`src/hw/rtl/sdt_pkg.sv`:
```
// Shared types, constants and helper functions for the signal detection table.
// Used by sdt_ctrl, sdt_datapath and signal_detection_table.
package sdt_pkg;

    localparam int ENTRIES_DEF = 64;
    localparam logic [31:0] AGE_LIMIT_RST = 32'd60000;
    localparam logic [7:0] NEAR_THR_RST = 8'd85;

    localparam logic CMD_OBSERVE = 1'b0;
    localparam logic CMD_PURGE = 1'b1;

    localparam logic [1:0] ST_UPDATED = 2'd0;
    localparam logic [1:0] ST_INSERTED = 2'd1;
    localparam logic [1:0] ST_PURGED = 2'd2;

    localparam logic CFG_AGE_LIMIT = 1'b0;
    localparam logic CFG_NEAR_THR = 1'b1;

    // ceil(2^22 / 70); exact floor division by 70 for dividends below 2^16.
    localparam logic [16:0] RECIP_70 = 17'd59919;

    // Commands from the controller to the datapath.
    typedef struct packed {
        logic load;      // capture the input item, clear the scan index
        logic rd;        // issue a read of the scan entry, advance the index
        logic step;      // evaluate the returned entry
        logic finish;    // commit the end of the item and build the result
    } sdt_cmd_t;

    // Status from the datapath to the controller.
    typedef struct packed {
        logic is_purge;
        logic scan_end;  // index has reached the valid count
        logic hit;       // observe has found its key
    } sdt_stat_t;

    // Normalised strength: 255 - trunc((r+100)*255/70), clamped to 0..255.
    // The division by 70 is a multiplication by its reciprocal; the magnitude
    // of (r+100)*255 never exceeds 57885, well inside the exact range.
    function automatic logic [7:0] norm_strength(input logic [7:0] raw);
        int a;
        logic [15:0] mag;
        logic [32:0] prod;
        int q;
        int n;
        a = int'($signed(raw)) + 100;
        if (a >= 0) begin
            mag = 16'(a * 255);
        end else begin
            mag = 16'((-a) * 255);
        end
        prod = 33'(mag) * 33'(RECIP_70);
        q = int'(prod[32:22]);
        if (a < 0) begin
            q = -q;
        end
        n = 255 - q;
        if (n < 0) begin
            n = 0;
        end
        if (n > 255) begin
            n = 255;
        end
        return n[7:0];
    endfunction

endpackage

```
`src/hw/rtl/sdt_ctrl.sv`:
```
// Controller state machine for the signal detection table.
// Depends on sdt_pkg for the command and status structs.
module sdt_ctrl (
    input  logic                aclk,
    input  logic                aresetn,
    input  logic                in_valid,
    output logic                in_ready,
    output logic                res_valid,
    input  logic                res_ready,
    output sdt_pkg::sdt_cmd_t   cmd,
    input  sdt_pkg::sdt_stat_t  stat
);

    localparam logic [2:0] S_IDLE = 3'd0;
    localparam logic [2:0] S_READ = 3'd1;
    localparam logic [2:0] S_EVAL = 3'd2;
    localparam logic [2:0] S_DONE = 3'd3;
    localparam logic [2:0] S_OUT  = 3'd4;

    logic [2:0] state_reg, state_next;

    always_ff @(posedge aclk) begin
        if (!aresetn) begin
            state_reg <= S_IDLE;
        end else begin
            state_reg <= state_next;
        end
    end

    always_comb begin
        state_next = state_reg;
        cmd = '0;
        in_ready = 1'b0;
        res_valid = 1'b0;
        unique case (state_reg)
            S_IDLE: begin
                in_ready = 1'b1;
                if (in_valid) begin
                    cmd.load = 1'b1;
                    state_next = S_READ;
                end
            end
            S_READ: begin
                // Stop scanning at the end of the table or on the first match.
                if (stat.scan_end || stat.hit) begin
                    state_next = S_DONE;
                end else begin
                    cmd.rd = 1'b1;
                    state_next = S_EVAL;
                end
            end
            S_EVAL: begin
                cmd.step = 1'b1;
                state_next = S_READ;
            end
            S_DONE: begin
                cmd.finish = 1'b1;
                state_next = S_OUT;
            end
            S_OUT: begin
                res_valid = 1'b1;
                if (res_ready) begin
                    state_next = S_IDLE;
                end
            end
            default: begin
                state_next = S_IDLE;
            end
        endcase
    end

endmodule

```
`config.mk`:
```
export PLATFORM = sky130hd
export DESIGN_NAME = sdt_ctrl
export DESIGN_NICKNAME = d
export VERILOG_FILES = /design/src/hw/rtl/sdt_pkg.sv /design/src/hw/rtl/sdt_ctrl.sv
export SDC_FILE = /design/constraint.sdc
export NUM_CORES = 1
export LEC_CHECK = 0
export BUFFER_PORTS_ARGS = -buffer_cell sky130_fd_sc_hd__buf_2
export CAP_MARGIN = 30
export CELL_PAD_IN_SITES_DETAIL_PLACEMENT = 2
export CELL_PAD_IN_SITES_GLOBAL_PLACEMENT = 2
export CORE_AREA = 2 2 39 41
export CTS_BUF_LIST = sky130_fd_sc_hd__clkbuf_4
export CTS_CLUSTER_SIZE = 8
export DETAILED_ROUTE_END_ITERATION = 16
export DIE_AREA = 0 0 41 43
export PLACE_DENSITY = 0.5
export SYNTH_ARGS = -nofsm -noshare
export SYNTH_HDL_FRONTEND = slang
export SYNTH_SLANG_ARGS = --single-unit
export TNS_END_PERCENT = 30
```
`constraint.sdc`:
```
create_clock -name aclk -period 2.2 [get_ports aclk]
set_input_delay 0.44 -clock aclk [delete_from_list [all_inputs] [get_ports aclk]]
set_output_delay 0.44 -clock aclk [all_outputs]
set_load 0.03 [all_outputs]
```
==> results of run 1 <==
==> cell type report <==
type	count	area, um2	share of cell area, %
clock buffers	4	30.0	11.3
well taps	16	20.0	7.55
multi-input cells	15	100	37.7
repair buffers	11	55.1	20.8
flip-flops and latches	3	60.1	22.6
==> through the flow <==
| stage | std cells | hold slack [ns] | cell area (um2) | setup slack [ns] |
|---|---|---|---|---|
| floorplan | 18 | 0.538 | 160 | 0.282 |
| global placement | 45 | 0.576 | 235 | 0.747 |
| detailed placement | 45 | 0.577 | 235 | 0.757 |
| CTS | 49 | 0.466 | 265 | 0.565 |
| global route | 49 | 0.482 | 265 | 0.503 |
| finish | 49 | 0.475 | 265 | 0.570 |
==> per-layer routing <==
metal | track usage, % | up-vias | wire [um]
met1 | 7.35 | 97 | 198
met3 | 1.57 | 0 | 0
li1 | - | 95 | -
met5 | 0 | - | 0
met4 | 8.00 | 0 | 0
met2 | 13.1 | 0 | 381
==> cell usage in the layout, fill, tap and decap left out <==
cell / n
and3_1: 2
nor2b_1: 1
nor3_1: 1
buf_2: 11
dfxtp_1: 3
o22ai_1: 1
nor3b_1: 1
clkbuf_4: 4
and3b_1: 2
a22o_1: 1
nor2_1: 3
nand2b_1: 1
nor3b_2: 1
and2_1: 1
==> worst reg2reg max path: stages, from the launching register on <==
cell	delay [ns]
dfxtp_1	0.44
nand2b_1	0.15
o22ai_1	0.09
and3b_1	0.19
==> cells by family (layout without fill, tap and decap cells) <==
group	Yosys count	after routing	synth area share [%]
AOI/OAI and AO/OA	2	2	9.38
and+or+nand+nor	13	13	53.1
buffers and inverters	0	15	0
DFF	3	3	37.5
==> power groups by stage <==
stage,Sequential [uW],Clock [uW],Combinational (uW)
final,65.6,111,44.1
after global routing,66.9,119,47.1
after global placement,66.0,0,42.7
after detailed placement,66.4,0,43.4
after CTS,65.9,113,44.5
after floorplan,64.2,0,29.3
==> how the worst max path moves through the flow <==
stage	end	slack [ns]	cells past startpoint
2_1_floorplan	cmd[3]	0.28	2
3_3_place_gp	cmd[2]	0.75	4
3_5_place_dp	cmd[2]	0.76	4
4_1_cts	cmd[3]	0.57	3
5_1_grt	cmd[3]	0.50	3
6_report	cmd[3]	0.57	3
==> out/metrics.yaml, run 1 <==
synth_edf_count: 0
grt_pass1_vias: 208
clk_latency_ns: 0.23
cpPeakStageDelay_ns: 0.36
yosysTopAreaCell: "dfxtp_1"
status: "finished clean"
cts_buffers: 3
rsz0062_at_grt: "no"
drt_pass1_iterations: 2
cap_violations: 0
switching_share_pct: 29.5
antenna_found_initial: 0
cp.arrival_ns: 1.19
clock_power_share_pct: 50.2
synth_area_leaders: "dfxtp_1 (38%), and3b_1 (11%), and3_1 (7.8%)"
cts_tree: "done"
initial_core_util_pct: 11.6
wire_per_inst_um: 11.8
cp.required_ns: 1.76
cts_hold_buffers: 0
r2r-start: "state_reg[1]"
row_count: 14
synthDistinctLibCells: 12
post_drt_via_cell_ratio: 3.92
setup-violations-final: 0
fin_crit_sh_pct: 74.1
min_path_type: "in -> reg"
cts.sinks: 3
clk_pin_slew_worst_paths_ns: 0.04
p_switching_uw: 65.0
netlist_instances: 18
area_delta_synth_final_pct: 65.6
startpoint: "state_reg[1]"
fin_worst_skew_ns: 0.00283
insertedDiodeCount: 0
cts_resized: 0
irDropWorstVdd_mv: 0.113
ys_ff_latch: 3
port_buffers: 11
crit_chain: "nor3_1 > and2_1 > buf_2"
core-area_mm2: 0.00138
dieArea_mm2: 0.00176
slew_violations: 0
worstMarginPinSlew_ns: 0.265
globalRouteOverflowTotal: 0
grt_start_max_net_pins: 9
cp.buffers_inverters: 1
hold_depth: 2
drc: 0
hold_start: "aresetn"
endpoint_kind: "primary output"
power.total_uw: 220
p_int_uw: 155
yosysSeqAreaShare_pct: 37.5
ios: 13
fin_nets: 41
antenna_left: 0
syn_nets: 25
die_x_um: 41
ff2ff_setup_slack_ns: 1.23
fill_cells: 161
place_congestion: 0.596
post_cts_buffers: 0
worst_setup_path_start_kind: "flop"
slew_headroom_pct: 82.3
num_vias: 192
synth_common_cells: "dfxtp_1 (3), nor2_1 (3), and3_1 (2), and3b_1 (2)"
synth_top_flop_cell: "dfxtp_1"
path_class: "reg -> out"
cts-htree-levels: 1
die_y_um: 43
p_seq_share_pct: 29.8
crit_family: "simple AND/OR/NAND/NOR gates"
synthArstFlopShare_pct: 0
clock_path_buffers: 2
root_buffer: "clkbuf_4"
fin_crit_ns: 1.63
fmax_mhz: 613
largest_reg_flops: 3
netlist.area_leader.share_pct: 37.5
synth_area_um2: 160
drt-total-wl_um: 579
slowest_stage: "dfxtp_1"
finalHoldViolations: 0
setup_tns_ns: 0
hold_path_end: "state_reg[2]"
comb_power_share_pct: 20.0
grt_pass1_wl_um: 897
cp_max_fo: 7
regToRegEndpoint: "state_reg[0]"
drt_iter0_drc: 1
yosysWarnings: 0
gr-usage-all-layers_pct: 8.02
r2r_cells: 3
power_density_mw_per_mm2: 831
drive_above_1_share_pct: 48.5
final_util_pct: 19.2
avgSynthCellArea_um2: 8.90
p_leak_uw: 0.000141
No activity file was read; power rests on OpenSTA's default activity.
==> run 2, diff against run 1 <==
- PLACE_DENSITY: 0.5 -> 0.52
- clock period: 2.2 -> 1.4 ns (I/O delays scaled with it)
==> run 2 against run 1 <==
  * Combinational power up 77%
  * Non-clock buffer count did not move
  * Die area did not move
  * Cell area rose by 9.4%
  * Critical path depth did not move
  * Sequential share of layout area shrank 0.66 points
  * Power rose by 59%
  * Cell count unchanged
==> out/metrics.yaml, run 2 (synthesized netlist as in run 1, its figures left out) <==
die_y_um: 43
cp.buffers_inverters: 1
hold_depth: 2
area_delta_synth_final_pct: 81.2
irDropWorstVdd_mv: 0.174
insertedDiodeCount: 0
place_congestion: 0.596
fin_nets: 41
stdcell_count: 49
comb_power_share_pct: 22.3
cpPeakStageDelay_ns: 0.34
cp_max_fo: 6
final_common_cell: "buf_2"
antenna_left: 0
ios: 13
crit_chain: "nor3_2 > and2_4 > buf_6"
min_path_type: "in -> reg"
drt_iter0_drc: 0
r2r-start: "state_reg[2]"
grt_pass1_wl_um: 924
cts_hold_buffers: 0
globalRouteOverflowTotal: 0
wire_per_inst_um: 10.3
path_class: "reg -> out"
dp_slack_ns: 0.213
fmax_mhz: 746
worst_setup_path_start_kind: "flop"
regToRegEndpoint: "state_reg[2]"
clk_pin_slew_worst_paths_ns: 0.04
switching_share_pct: 27.5
cts-htree-levels: 1
root_buffer: "clkbuf_4"
gr-usage-all-layers_pct: 7.81
cp.required_ns: 1.12
p_switching_uw: 96.7
fin_crit_ns: 1.34
rsz0062_at_grt: "yes"
ff2ff_setup_slack_ns: 0.50
cap_violations: 0
drt_pass1_iterations: 1
post_drt_via_cell_ratio: 3.84
slew_headroom_pct: 88.9
worst_slack_ns: 0.0600
clk_latency_ns: 0.23
fill_cells: 170
wl_met1_um: 179
p_seq_share_pct: 30.1
port_buffers: 11
multi_input_area_um2: 110
cp.arrival_ns: 1.06
finalHoldViolations: 0
die_x_um: 41
dp_cells: 45
core-area_mm2: 0.00138
hold_path_end: "state_reg[2]"
power_density_mw_per_mm2: 1210
initial_core_util_pct: 11.6
placed_area_um2: 240
antenna_found_initial: 0
hold_start: "aresetn"
clock_power_share_pct: 47.6
fin_area_um2: 290
slowest_stage: "dfxtp_2"
dieArea_mm2: 0.00176
row_count: 14
clock_path_buffers: 2
dr.max_layer_used: "met2"
hpwl_um: 419
p_int_uw: 254
status: "finished clean"
r2r_cells: 2
fin_crit_sh_pct: 95.7
endpoint_kind: "primary output"
regArea_um2: 63.8
grt_start_max_net_pins: 9
post_cts_buffers: 0
worstMarginPinSlew_ns: 0.166
cts_buffers: 3
drive_above_1_share_pct: 66.7
num_vias: 188
drt-total-wl_um: 507
largest_reg_flops: 3
drc: 0
cts_tree: "done"
wl_met3_um: 0
setup-violations-final: 0
crit_family: "simple AND/OR/NAND/NOR gates"
wl_met2_um: 327
grt_pass1_vias: 230
slew_violations: 0
layout_common_cells: "buf_2 (8), clkbuf_4 (5), dfxtp_2 (3)"
p_leak_uw: 0.000148
fin_worst_skew_ns: 0.00250
cts.sinks: 3
-- run 2: cell count changes in the layout (fill, tap and decap cells not counted) --
cell	change
and2_1	-1
and2_4	+1
buf_2	-3
buf_4	+1
buf_6	+1
clkbuf_4	+1
dfxtp_1	-3
dfxtp_2	+3
nor2_1	-1
nor2_2	+1
nor3_1	-1
nor3_2	+1
-- run 2: cell type report --
class	count	share of cell area (%)
multi-input combinational	15	37.9
timing repair buffer	11	22.8
sequential	3	22.0
clock buffer	4	10.3
tap	16	6.90
-- run 2: per-layer routing --
layer	vias to the layer above	GRT usage, %
met3	0	1.57
met1	94	7.32
li1	94	-
met5	-	0
met2	0	13.4
met4	0	6.00
-- run 2: repair_timing --
action | CTS | global route
pin swaps | 0 | 1
resized for setup | 3 | 6
endpoints found under the setup margin | 4 | 4
-- run 2: stage by stage --
step,hold slack [ns],power [uW],utilization (%),TNS (ns)
2_1_floorplan,0.413,149,-,-0.116
3_3_place_gp,0.536,173,17.4,0
3_5_place_dp,0.551,176,17.4,0
4_1_cts,0.316,351,19.9,0
5_1_grt,0.340,370,21.0,-0.00924
6_report,0.318,351,21.0,0
-- run 2: worst max path at each step --
stage,startpoint,endpoint,slack [ns],depth (start not counted)
CTS,state_reg[2],cmd[3],0.01,3
finish,state_reg[2],cmd[3],0.06,3
floorplan,state_reg[1],cmd[3],-0.07,2
detailed placement,state_reg[0],cmd[0],0.21,2
global placement,state_reg[0],cmd[0],0.25,2
global route,state_reg[1],cmd[1],-0.009,2
-- run 2: power groups by stage --
stage,Combinational [uW],Clock [uW],Sequential (uW)
2_1_floorplan,47.0,0,102
3_3_place_gp,67.9,0,105
3_5_place_dp,70.0,0,106
4_1_cts,72.4,173,106
5_1_grt,85.1,177,108
6_report,78.2,167,106
-- run 2: worst register-to-register path, stage by stage (launching register included) --
cell and delay (ns):
dfxtp_2 0.37, and3b_1 0.20, a22o_1 0.22
